`src/rtl/rsp_pkg.sv`:
```
// Shared types, codes and the sensor-to-sector map for the rotor sync phase tracker.
package rsp_pkg;

    typedef enum logic [1:0] {
        REQ_PERIOD = 2'd0,
        REQ_LOAD   = 2'd1,
        REQ_TARGET = 2'd2,
        REQ_NONE   = 2'd3
    } req_type_t;

    typedef enum logic [1:0] {
        CFG_ROTOR_OFFSET  = 2'd0,
        CFG_INTERPOLATION = 2'd1,
        CFG_HALL_CHECK    = 2'd2,
        CFG_UNUSED        = 2'd3
    } cfg_index_t;

    // Rotor angle in steps of 60 degrees.
    typedef enum logic [2:0] {
        SEC_0   = 3'd0,
        SEC_60  = 3'd1,
        SEC_120 = 3'd2,
        SEC_180 = 3'd3,
        SEC_240 = 3'd4,
        SEC_300 = 3'd5
    } sector_t;

    localparam int OFFSET_BITS  = 24;
    localparam int SPEED_BITS   = 24;
    localparam int AMP_BITS     = 16;
    localparam int INDEX_BITS   = 4;
    localparam int PHASE_TOP_W  = 16;
    localparam int TOP_BYTE_W   = 8;
    localparam logic [INDEX_BITS-1:0] SENSOR_IDX_MIN = 4'd1;
    localparam logic [INDEX_BITS-1:0] SENSOR_IDX_MAX = 4'd11;
    localparam int STALL_LIMIT  = 128;

    localparam logic [OFFSET_BITS-1:0] ROTOR_OFFSET_RST = 24'h800000;

    function automatic sector_t sensor_sector(input logic [INDEX_BITS-1:0] idx);
        sector_t sec;
        case (idx)
            4'd1:    sec = SEC_240;
            4'd2:    sec = SEC_300;
            4'd3:    sec = SEC_0;
            4'd4:    sec = SEC_60;
            4'd5:    sec = SEC_120;
            4'd6:    sec = SEC_180;
            4'd7:    sec = SEC_240;
            4'd8:    sec = SEC_300;
            4'd9:    sec = SEC_0;
            4'd10:   sec = SEC_60;
            4'd11:   sec = SEC_120;
            default: sec = SEC_0;
        endcase
        return sec;
    endfunction

endpackage

```
`src/rtl/rotor_sync_phase_tracker.sv`:
```
// Rotor sync phase tracker: stator phase accumulator with rotor sensor synchronization.
//
// Input channel (in_valid / in_stall) carries one request per transaction: a PWM
// period, a load of drive values, or a new target amplitude. Each accepted
// transaction yields exactly one result on the output channel (out_valid /
// out_stall) with the phase top, speed, amplitude and fault flags.
// A request passes the input register, then the update logic into the result
// register. Throughput is one transaction per cycle while out_stall is low,
// set by the state update loop (phase add, rotor error, speed
// correction and stall compare).
// When the receiver stalls, the result register holds; one more transaction is
// taken into the input register, then in_stall rises until the result drains.
// The configuration port (cfg_valid / cfg_ready, cfg_index, cfg_data) is always
// ready; the user must write it only while the block is idle (not enforced).
// Reset leaves the drive stopped, all state zero, rotor offset at half a turn,
// interpolation off and the hall check on.
module rotor_sync_phase_tracker
    import rsp_pkg::*;
#(
    parameter int ANGLE_BITS = 24
)
(
    input  logic                   clk,
    input  logic                   rst_n,

    input  logic                   cfg_valid,
    output logic                   cfg_ready,
    input  logic [1:0]             cfg_index,
    input  logic [OFFSET_BITS-1:0] cfg_data,

    input  logic                   in_valid,
    output logic                   in_stall,
    input  logic [1:0]             req_type,
    input  logic [INDEX_BITS-1:0]  sensor_pos,
    input  logic [SPEED_BITS-1:0]  load_speed,
    input  logic [AMP_BITS-1:0]    load_amplitude,
    input  logic                   load_sync,
    input  logic                   clear_phase,
    input  logic [AMP_BITS-1:0]    new_target,

    output logic                   out_valid,
    input  logic                   out_stall,
    output logic [PHASE_TOP_W-1:0] phase_top,
    output logic [SPEED_BITS-1:0]  speed_now,
    output logic [AMP_BITS-1:0]    amplitude_now,
    output logic                   synced,
    output logic                   stall_event,
    output logic                   hall_event,
    output logic                   drive_off
);

    localparam int AW = ANGLE_BITS;

    localparam logic [63:0] ANG64_60  = ((64'd60  << AW) + 64'd180) / 64'd360;
    localparam logic [63:0] ANG64_120 = ((64'd120 << AW) + 64'd180) / 64'd360;
    localparam logic [63:0] ANG64_180 = ((64'd180 << AW) + 64'd180) / 64'd360;
    localparam logic [63:0] ANG64_240 = ((64'd240 << AW) + 64'd180) / 64'd360;
    localparam logic [63:0] ANG64_300 = ((64'd300 << AW) + 64'd180) / 64'd360;

    localparam logic [AW-1:0] ANG_60  = ANG64_60[AW-1:0];
    localparam logic [AW-1:0] ANG_120 = ANG64_120[AW-1:0];
    localparam logic [AW-1:0] ANG_180 = ANG64_180[AW-1:0];
    localparam logic [AW-1:0] ANG_240 = ANG64_240[AW-1:0];
    localparam logic [AW-1:0] ANG_300 = ANG64_300[AW-1:0];
    localparam logic [AW-1:0] STALL_LIM = AW'(STALL_LIMIT);

    // Configuration registers
    logic [OFFSET_BITS-1:0] rotor_offset_reg;
    logic                   interp_on_reg;
    logic                   hall_check_reg;

    // Input register
    logic                   in_valid_reg;
    req_type_t              in_req_reg;
    logic [INDEX_BITS-1:0]  in_index_reg;
    logic [SPEED_BITS-1:0]  in_speed_reg;
    logic [AMP_BITS-1:0]    in_amp_reg;
    logic                   in_sync_reg;
    logic                   in_clear_reg;
    logic [AMP_BITS-1:0]    in_target_reg;

    // Tracker state
    logic [AW-1:0]          stator_phase_reg, stator_phase_next;
    logic [AW-1:0]          speed_reg, speed_next;
    logic [AMP_BITS-1:0]    amplitude_reg, amplitude_next;
    logic [AMP_BITS-1:0]    target_reg, target_next;
    logic                   sync_on_reg, sync_on_next;
    logic                   drive_stopped_reg, drive_stopped_next;
    logic [AW-1:0]          known_pos_reg, known_pos_next;
    logic [AW-1:0]          est_angle_reg, est_angle_next;
    logic [INDEX_BITS-1:0]  prev_index_reg, prev_index_next;

    // Result register
    logic                   out_valid_reg;
    logic [PHASE_TOP_W-1:0] phase_top_reg;
    logic [SPEED_BITS-1:0]  speed_now_reg;
    logic [AMP_BITS-1:0]    amplitude_now_reg;
    logic                   synced_reg;
    logic                   stall_event_reg, stall_event_next;
    logic                   hall_event_reg, hall_event_next;
    logic                   drive_off_reg;

    logic                   out_free;
    logic                   process;
    logic                   in_accept;

    logic                   index_ok;
    logic                   index_new;
    sector_t                sector;
    logic [AW-1:0]          table_angle;
    logic [AW-1:0]          phase_sum;
    logic [TOP_BYTE_W-1:0]  est_top;
    logic [TOP_BYTE_W-1:0]  known_top;
    logic [TOP_BYTE_W-1:0]  top_dist;
    logic [AW-1:0]          rotor_angle;
    logic [AW-1:0]          rotor_error;
    logic [TOP_BYTE_W-1:0]  error_top;
    logic [AW-1:0]          speed_trim;

    assign cfg_ready = 1'b1;

    assign out_free  = !out_valid_reg || !out_stall;
    assign process   = in_valid_reg && out_free;
    assign in_stall  = in_valid_reg && !out_free;
    assign in_accept = in_valid && !in_stall;

    always_ff @(posedge clk or negedge rst_n)
    begin
        if (!rst_n)
        begin
            rotor_offset_reg <= ROTOR_OFFSET_RST;
            interp_on_reg    <= 1'b0;
            hall_check_reg   <= 1'b1;
        end
        else if (cfg_valid && cfg_ready)
        begin
            unique case (cfg_index_t'(cfg_index))
                CFG_ROTOR_OFFSET:  rotor_offset_reg <= cfg_data;
                CFG_INTERPOLATION: interp_on_reg    <= cfg_data[0];
                CFG_HALL_CHECK:    hall_check_reg   <= cfg_data[0];
                CFG_UNUSED:        ;
            endcase
        end
    end

    always_ff @(posedge clk or negedge rst_n)
    begin
        if (!rst_n)
        begin
            in_valid_reg <= 1'b0;
        end
        else if (in_accept)
        begin
            in_valid_reg <= 1'b1;
        end
        else if (process)
        begin
            in_valid_reg <= 1'b0;
        end
    end

    always_ff @(posedge clk or negedge rst_n)
    begin
        if (!rst_n)
        begin
            in_req_reg    <= REQ_NONE;
            in_index_reg  <= '0;
            in_speed_reg  <= '0;
            in_amp_reg    <= '0;
            in_sync_reg   <= 1'b0;
            in_clear_reg  <= 1'b0;
            in_target_reg <= '0;
        end
        else if (in_accept)
        begin
            in_req_reg    <= req_type_t'(req_type);
            in_index_reg  <= sensor_pos;
            in_speed_reg  <= load_speed;
            in_amp_reg    <= load_amplitude;
            in_sync_reg   <= load_sync;
            in_clear_reg  <= clear_phase;
            in_target_reg <= new_target;
        end
    end

    // Sensor decode and rotor angle
    assign index_ok  = (in_index_reg >= SENSOR_IDX_MIN) && (in_index_reg <= SENSOR_IDX_MAX);
    assign index_new = index_ok && (in_index_reg != prev_index_reg);
    assign sector    = sensor_sector(in_index_reg);
    assign phase_sum = stator_phase_reg + speed_reg;
    assign est_top   = est_angle_reg[AW-1 -: TOP_BYTE_W];
    assign known_top = known_pos_reg[AW-1 -: TOP_BYTE_W];
    assign top_dist  = (est_top > known_top) ? (est_top - known_top) : (known_top - est_top);

    always_comb
    begin
        unique case (sector)
            SEC_0:   table_angle = '0;
            SEC_60:  table_angle = ANG_60;
            SEC_120: table_angle = ANG_120;
            SEC_180: table_angle = ANG_180;
            SEC_240: table_angle = ANG_240;
            SEC_300: table_angle = ANG_300;
            default: table_angle = '0;
        endcase
    end

    always_comb
    begin
        known_pos_next  = known_pos_reg;
        est_angle_next  = est_angle_reg;
        prev_index_next = prev_index_reg;
        if (index_new)
        begin
            known_pos_next  = table_angle;
            prev_index_next = in_index_reg;
            if (interp_on_reg)
            begin
                est_angle_next = table_angle;
            end
        end
        else if (interp_on_reg && !top_dist[TOP_BYTE_W-1])
        begin
            // extrapolate while within half a turn of the last edge
            est_angle_next = est_angle_reg + speed_reg;
        end
        rotor_angle = interp_on_reg ? est_angle_next : known_pos_next;
    end

    // Speed correction from the signed top byte of the rotor-stator error
    assign rotor_error = rotor_angle + AW'(rotor_offset_reg) - phase_sum;
    assign error_top   = rotor_error[AW-1 -: TOP_BYTE_W];
    assign speed_trim  = speed_reg + {{(AW-TOP_BYTE_W){error_top[TOP_BYTE_W-1]}}, error_top};

    always_comb
    begin
        stator_phase_next  = stator_phase_reg;
        speed_next         = speed_reg;
        amplitude_next     = amplitude_reg;
        target_next        = target_reg;
        sync_on_next       = sync_on_reg;
        drive_stopped_next = drive_stopped_reg;
        stall_event_next   = 1'b0;
        hall_event_next    = 1'b0;
        unique case (in_req_reg)
            REQ_PERIOD:
            begin
                stator_phase_next = phase_sum;
                if (sync_on_reg)
                begin
                    priority if (hall_check_reg && !index_ok)
                    begin
                        hall_event_next = 1'b1;
                    end
                    else if (speed_trim < STALL_LIM)
                    begin
                        stall_event_next = 1'b1;
                    end
                    else
                    begin
                        speed_next = speed_trim;
                        if (amplitude_reg > target_reg)
                        begin
                            amplitude_next = amplitude_reg - AMP_BITS'(1);
                        end
                        else if (amplitude_reg < target_reg)
                        begin
                            amplitude_next = amplitude_reg + AMP_BITS'(1);
                        end
                    end
                    // drop the drive on either fault
                    if (hall_event_next || stall_event_next)
                    begin
                        sync_on_next       = 1'b0;
                        speed_next         = '0;
                        amplitude_next     = '0;
                        target_next        = '0;
                        drive_stopped_next = 1'b1;
                    end
                end
            end
            REQ_LOAD:
            begin
                speed_next         = AW'(in_speed_reg);
                amplitude_next     = in_amp_reg;
                sync_on_next       = in_sync_reg;
                target_next        = in_target_reg;
                drive_stopped_next = (AW'(in_speed_reg) == '0);
                if (in_clear_reg)
                begin
                    stator_phase_next = '0;
                end
            end
            REQ_TARGET:
            begin
                target_next = in_target_reg;
            end
            REQ_NONE:
            begin
            end
        endcase
    end

    always_ff @(posedge clk or negedge rst_n)
    begin
        if (!rst_n)
        begin
            stator_phase_reg  <= '0;
            speed_reg         <= '0;
            amplitude_reg     <= '0;
            target_reg        <= '0;
            sync_on_reg       <= 1'b0;
            drive_stopped_reg <= 1'b1;
            known_pos_reg     <= '0;
            est_angle_reg     <= '0;
            prev_index_reg    <= '0;
        end
        else if (process)
        begin
            stator_phase_reg  <= stator_phase_next;
            speed_reg         <= speed_next;
            amplitude_reg     <= amplitude_next;
            target_reg        <= target_next;
            sync_on_reg       <= sync_on_next;
            drive_stopped_reg <= drive_stopped_next;
            // rotor tracking only advances on period transactions
            if (in_req_reg == REQ_PERIOD)
            begin
                known_pos_reg  <= known_pos_next;
                est_angle_reg  <= est_angle_next;
                prev_index_reg <= prev_index_next;
            end
        end
    end

    always_ff @(posedge clk or negedge rst_n)
    begin
        if (!rst_n)
        begin
            out_valid_reg <= 1'b0;
        end
        else if (process)
        begin
            out_valid_reg <= 1'b1;
        end
        else if (!out_stall)
        begin
            out_valid_reg <= 1'b0;
        end
    end

    always_ff @(posedge clk)
    begin
        if (process)
        begin
            phase_top_reg     <= stator_phase_next[AW-1 -: PHASE_TOP_W];
            speed_now_reg     <= SPEED_BITS'(speed_next);
            amplitude_now_reg <= amplitude_next;
            synced_reg        <= sync_on_next;
            stall_event_reg   <= stall_event_next;
            hall_event_reg    <= hall_event_next;
            drive_off_reg     <= drive_stopped_next;
        end
    end

    assign out_valid     = out_valid_reg;
    assign phase_top     = phase_top_reg;
    assign speed_now     = speed_now_reg;
    assign amplitude_now = amplitude_now_reg;
    assign synced        = synced_reg;
    assign stall_event   = stall_event_reg;
    assign hall_event    = hall_event_reg;
    assign drive_off     = drive_off_reg;

    a_one_fault: assert property (@(posedge clk) disable iff (!rst_n)
        out_valid |-> !(stall_event && hall_event))
        else $error("stall and hall fault reported by one transaction");

    a_fault_stops: assert property (@(posedge clk) disable iff (!rst_n)
        (out_valid && (stall_event || hall_event)) |->
            (drive_off && !synced && speed_now == '0 && amplitude_now == '0))
        else $error("fault result does not show the drive stopped");

    a_fault_state: assert property (@(posedge clk) disable iff (!rst_n)
        (process && (stall_event_next || hall_event_next)) |=>
            (drive_stopped_reg && !sync_on_reg && target_reg == '0))
        else $error("fault did not clear the drive state");

    a_stall_source: assert property (@(posedge clk) disable iff (!rst_n)
        in_stall |-> (out_valid_reg && out_stall))
        else $error("input stalled without a blocked result");

endmodule

```
`config.mk`:
```
export PLATFORM = sky130hd
export DESIGN_NAME = rotor_sync_phase_tracker
export DESIGN_NICKNAME = d
export VERILOG_FILES = /design/src/rtl/rsp_pkg.sv /design/src/rtl/rotor_sync_phase_tracker.sv
export SDC_FILE = /design/constraint.sdc
export NUM_CORES = 1
export LEC_CHECK = 0
export BUFFER_PORTS_ARGS = -buffer_cell sky130_fd_sc_hd__clkbuf_2
export CAP_MARGIN = 20
export CORE_MARGIN = 2
export CORE_UTILIZATION = 46
export CTS_CLUSTER_SIZE = 40
export DETAILED_ROUTE_END_ITERATION = 6
export GPL_TIMING_DRIVEN = 0
export PLACE_DENSITY = 0.67
export SLEW_MARGIN = 5
export SYNTH_ARGS = -nofsm -noshare
export SYNTH_HDL_FRONTEND = slang
export SYNTH_SLANG_ARGS = --single-unit
```
`constraint.sdc`:
```
create_clock -name clk -period 11.2 [get_ports clk]
set_input_delay 1.12 -clock clk [delete_from_list [all_inputs] [get_ports clk]]
set_output_delay 1.12 -clock clk [all_outputs]
set_load 0.01 [all_outputs]
```
==> run summary, run 1 <==
Crit path max fanout - 16
Critical Path Max Stage Delay - 0.52 ns
Most used flip-flop cell after synthesis - dfrtp_1
Row cnt - 73
Worst Setup Start Kind - register
# setup viols final - 0
Post-synth EDFFs - 60
Vias - 16.0k
Clk pin slew, worst setup/hold paths - 0.06 ns
Antenna Violating Nets Remaining - 0
Drt drc - 0
Worst skew pair latency - 0.55 ns
#FFs+latches synth - 286
Drt first pass iters - 5
Period minus WS final - 10.68 ns
Root buffer cell - clkbuf_16
Die width - 205 um
Yosys warns - 0
Synth area leaders - dfrtp_1, edfxtp_1, ha_1
Die height - 205 um
Effective utilization at floorplan - 0.468
Post-synth top area share - 0.297
Commonest cells after routing, fill and taps aside - dfrtp_1, nand2_1, clkbuf_2
Final hold vios - 0
CTS tree - yes
Skew final - 0.0183 ns
Headroom to the max-slew limit - 0.252
Critical Path End Type - register
Fraction of layout cells with a size suffix above 1 - 0.171
RSZ-0062 raised after global routing - false
Post-synth top area cell - dfrtp_1
Synth Instances - 1906
Synth Cell Area - 18600 sq um
Worst-margin pin slew - 1.09 ns
Most common cell after layout, fill and taps aside - dfrtp_1
CTS Hold Buffers Added - 0
Cell variety after synth - 81
Placer Congestion - 0.961
Nets - 2360
Core area - 39800 sq um
First-pass GRT wire length - 86.4 mm
Vias in the first global route - 15.3k
Clock buffer depth - 3
Die Area - 42100 sq um
Max-cap viol count - 0
DP HPWL - 42.9 mm
Async S/R FF share, synth - 0.790
Crit path buf inv count - 3
Initial antenna violation count - 0
Pre-CTS WS - -0.293 ns
Drt via density - 6.04
CP required - 11.48 ns
CP Data Arrival Time - 10.96 ns
Tot GR Track Use - 0.267
Sink Count - 286
WL final - 56.4 mm
Worst min-delay path class - register to register
Layout area overhead - 15.0%
Ratio of final minimum period to clock period - 0.954
Worst path top cell family by delay - compound AO/OA/AOI/OAI gates
H-tree levels - 2
TritonCTS buffer count - 35
Fmax - 93.6 MHz
Largest net degree at the start of global routing - 103
Crit Path Class - register to register
Sequential share of the synthesized area - 0.400
IO buf count - 156
Status - complete, no violations
ANT cells - 0
DR iter-0 viols - 1304
Max-slew violations - 0
GR Overflow Total - 0
Avg WL per Cell - 21.2 um
Most numerous cell on the critical path - a21o_1
I/O pins - 158
Post-Syn Nets - 2162
Final WS setup - 0.517 ns
Syn avg cell area - 9.78 sq um
CP max stage cell - fa_1
## cell families (layout without fill, tap and decap cells)
kind of cell | count (synthesis) | in the layout | synth area share
AOI/OAI and AO/OA | 582 | 582 | 0.208
and+or+nand+nor | 489 | 489 | 0.127
DFF | 286 | 286 | 0.400
buffers and inverters | 195 | 418 | 0.0409
adders and majority gates | 161 | 161 | 0.118
muxes | 121 | 121 | 0.0714
xor gates and xnor gates | 71 | 71 | 0.0334
other | 1 | 1 | 0.000201
## routing by layer
metal	track usage	up-vias	share of wire
met4	0.103	0	0.041
met3	0.0540	146	0.081
met1	0.371	7771	0.44
met5	0	-	0
met2	0.410	674	0.44
li1	-	7426	-
## final cells by class
class,instances,area [sq um]
plain buffers,91,380
clock buffers,49,1030
clock inverters,13,141
fillers,3627,18400
inverters,104,390
multi-input cells,1425,10500
flip-flops and latches,286,7460
well taps,525,657
repair buffers,161,887
## Yosys cell counts (all sizes together) (10+ instances only)
| cell | number |
|---|---|
| nand4 | 15 |
| or2 | 11 |
| nand2b | 17 |
| nand2 | 170 |
| a211o | 10 |
| o31ai | 11 |
| mux2i | 26 |
| a22oi | 55 |
| and3 | 20 |
| fa | 25 |
| nand3 | 47 |
| inv | 104 |
| o21ai | 169 |
| ha | 136 |
| o22ai | 10 |
| a31oi | 13 |
| nor4 | 12 |
| mux2 | 95 |
| dfrtp | 221 |
| a21o | 59 |
| a211oi | 31 |
| nor3 | 40 |
| a21oi | 97 |
| o211ai | 14 |
| nor2 | 91 |
| xor2 | 27 |
| buf | 11 |
| edfxtp | 60 |
| a22o | 13 |
| and2 | 16 |
| o21a | 23 |
| or3 | 16 |
| xnor2 | 44 |
| a221o | 18 |
| clkbuf | 80 |
## worst paths after layout
path / from / to / slack [ns] / depth (start not counted)
min: known_pos_reg[3] / known_pos_reg[3] / 0.48 / 1
max reg2reg: speed_reg[0] / amplitude_now[11] / 0.52 / 40
max in group asynchronous: rst_n / speed_reg[23] / 9.70 / 2
min reg2reg: known_pos_reg[3] / known_pos_reg[3] / 0.48 / 1
min in group asynchronous: rst_n / in_target_reg[14] / 0.56 / 1
max: speed_reg[0] / amplitude_now[11] / 0.52 / 40
## stage by stage
step / util / instance area (sq um) / std cells / hold slack [ns] / TNS [ns]
2_1_floorplan: - / 18600 / 1906 / 0.450 / 0
6_report: 0.538 / 21400 / 2654 / 0.481 / 0
3_3_place_gp: 0.504 / 20100 / 2587 / 0.460 / -70.62
5_1_grt: 0.538 / 21400 / 2654 / 0.500 / 0
3_5_place_dp: 0.507 / 20200 / 2591 / 0.472 / -1.98
4_1_cts: 0.537 / 21400 / 2653 / 0.485 / 0
## what timing repair did
action                                  in CTS  in global routing
endpoints found under the setup margin      22                 85
gates resized for setup                      2                 18
setup buffers                                0                  1
pin swaps                                    0                  1
Power of run 1 is not shown: default switching activity piles up to over one toggle a cycle in this logic, so the estimate is an artifact.
==> inputs of run 2 (changes only) <==
REMOVE_ABC_BUFFERS = 1   (was not set)
==> run summary, run 2 (same netlist as run 1, synthesis figures left out) <==
Avg WL per Cell - 20.4 um
CP max stage cell - dfrtp_1
# setup viols final - 0
WL met2 - 23.8 mm
R2r startpoint - speed_reg[0]
Vias in the first global route - 14.9k
I/O pins - 158
Row cnt - 73
Core area - 39800 sq um
Sink Count - 286
Max-slew violations - 0
Fraction of layout cells with a size suffix above 1 - 0.181
Metal3 WL - 3.56 mm
Crit path launch - speed_reg[0]
DR top layer - met4
Critical Path End Type - register
Drt first pass iters - 5
Finished Core Util - 0.532
GR Overflow Total - 0
IO buf count - 156
Ratio of final minimum period to clock period - 0.951
Largest net degree at the start of global routing - 92
Effective utilization at floorplan - 0.468
Initial antenna violation count - 0
Die height - 205 um
Antenna Violating Nets Remaining - 0
WL final - 52.5 mm
Most numerous cell on the critical path - a21o_1
H-tree levels - 2
Worst-margin pin slew - 1.13 ns
CTS tree - yes
Clock buffer depth - 3
Drt drc - 0
Vias - 15.4k
Fill count - 3582
Placer Congestion - 0.936
First-pass GRT wire length - 82.1 mm
Layout area overhead - 13.7%
Die width - 205 um
Clk pin slew, worst setup/hold paths - 0.06 ns
Period minus WS final - 10.65 ns
CP required - 11.47 ns
TritonCTS buffer count - 35
Root buffer cell - clkbuf_16
Drt via density - 5.98
Max-cap viol count - 0
Nets - 2281
WHS - 0.476 ns
Pre-CTS WS - -1.03 ns
Cells on worst reg2reg path - 38
Skew final - 0.0208 ns
Headroom to the max-slew limit - 0.244
Die Area - 42100 sq um
DP HPWL - 38.9 mm
Worst min-delay path class - register to register
DR iter-0 viols - 1198
DRT met1 WL - 23.6 mm
Crit path max fanout - 21
Commonest cells after routing, fill and taps aside - dfrtp_1, nand2_1, clkbuf_2
Final WS setup - 0.545 ns
Worst skew pair latency - 0.54 ns
Status - complete, no violations
Worst Setup Start Kind - register
Worst r2r dst - amplitude_now[8]
Crit Path Class - register to register
Critical Path Max Stage Delay - 0.51 ns
CP Data Arrival Time - 10.93 ns
ANT cells - 0
Fmax - 93.9 MHz
Most common cell after layout, fill and taps aside - dfrtp_1
Final hold vios - 0
End point of the critical path - amplitude_now[8]
Tot GR Track Use - 0.249
R2r setup slk - 0.55 ns
==> run 2: changes by cell type in the layout (fill, tap and decap cells not counted), sizes merged <==
cell | before | now
clkbuf | 284 | 205
clkinv | 10 | 7
clkinvlp | 0 | 1
inv | 104 | 105
==> run 2: how the worst min path moves through the flow <==
stage / to / startpoint / slack (ns) / cells after the start
global placement: known_pos_reg[15] / known_pos_reg[15] / 0.46 / 1
global route: known_pos_reg[1] / known_pos_reg[1] / 0.49 / 1
finish: known_pos_reg[15] / known_pos_reg[15] / 0.48 / 1
CTS: known_pos_reg[15] / known_pos_reg[15] / 0.48 / 1
detailed placement: known_pos_reg[15] / known_pos_reg[15] / 0.47 / 1
floorplan: known_pos_reg[23] / known_pos_reg[23] / 0.45 / 2
==> run 2: area by class of cell <==
class	count	area, sq um	area share
Multi-Input combinational cell	1425	10500	0.496
Timing Repair Buffer	173	1070	0.0506
Sequential cell	286	7460	0.352
Tap cell	525	657	0.0310
Clock inverter	12	148	0.00696
Inverter	104	393	0.0185
Clock buffer	49	958	0.0452
==> run 2: metrics by stage <==
stage / TNS (ns) / cells / cell area, sq um
3_5_place_dp: -48.59 / 2512 / 20000
4_1_cts: 0 / 2573 / 21200
5_1_grt: -0.0626 / 2574 / 21200
2_1_floorplan: 0 / 1815 / 18300
6_report: 0 / 2574 / 21200
3_3_place_gp: -164.03 / 2496 / 19700
==> run 2: layer usage <==
layer	up-vias	track usage
met2	548	0.392
met3	90	0.0366
li1	7283	-
met4	0	0.0881
met1	7469	0.352
met5	-	0
==> run 2: critical path, delay by kind of cell, from the launching register on <==
kind | cells | cell delay (ns)
muxes | 1 | 0.23
buffers and inverters | 1 | 0.27
and+or+nand+nor | 10 | 2.28
xor gates and xnor gates | 5 | 1.05
adders and majority gates | 5 | 1.90
AOI/OAI and AO/OA | 16 | 4.09
DFF | 1 | 0.51
==> run 2: timing repair <==
action	4_1_cts	5_1_grt
hold buffers	0	0
resized for setup	9	9
pin swaps	0	1
buffers inserted	0	1
endpoints found under the setup margin	89	86
hold endpoints to repair	0	0
Power of run 2 is left out for the same reason.
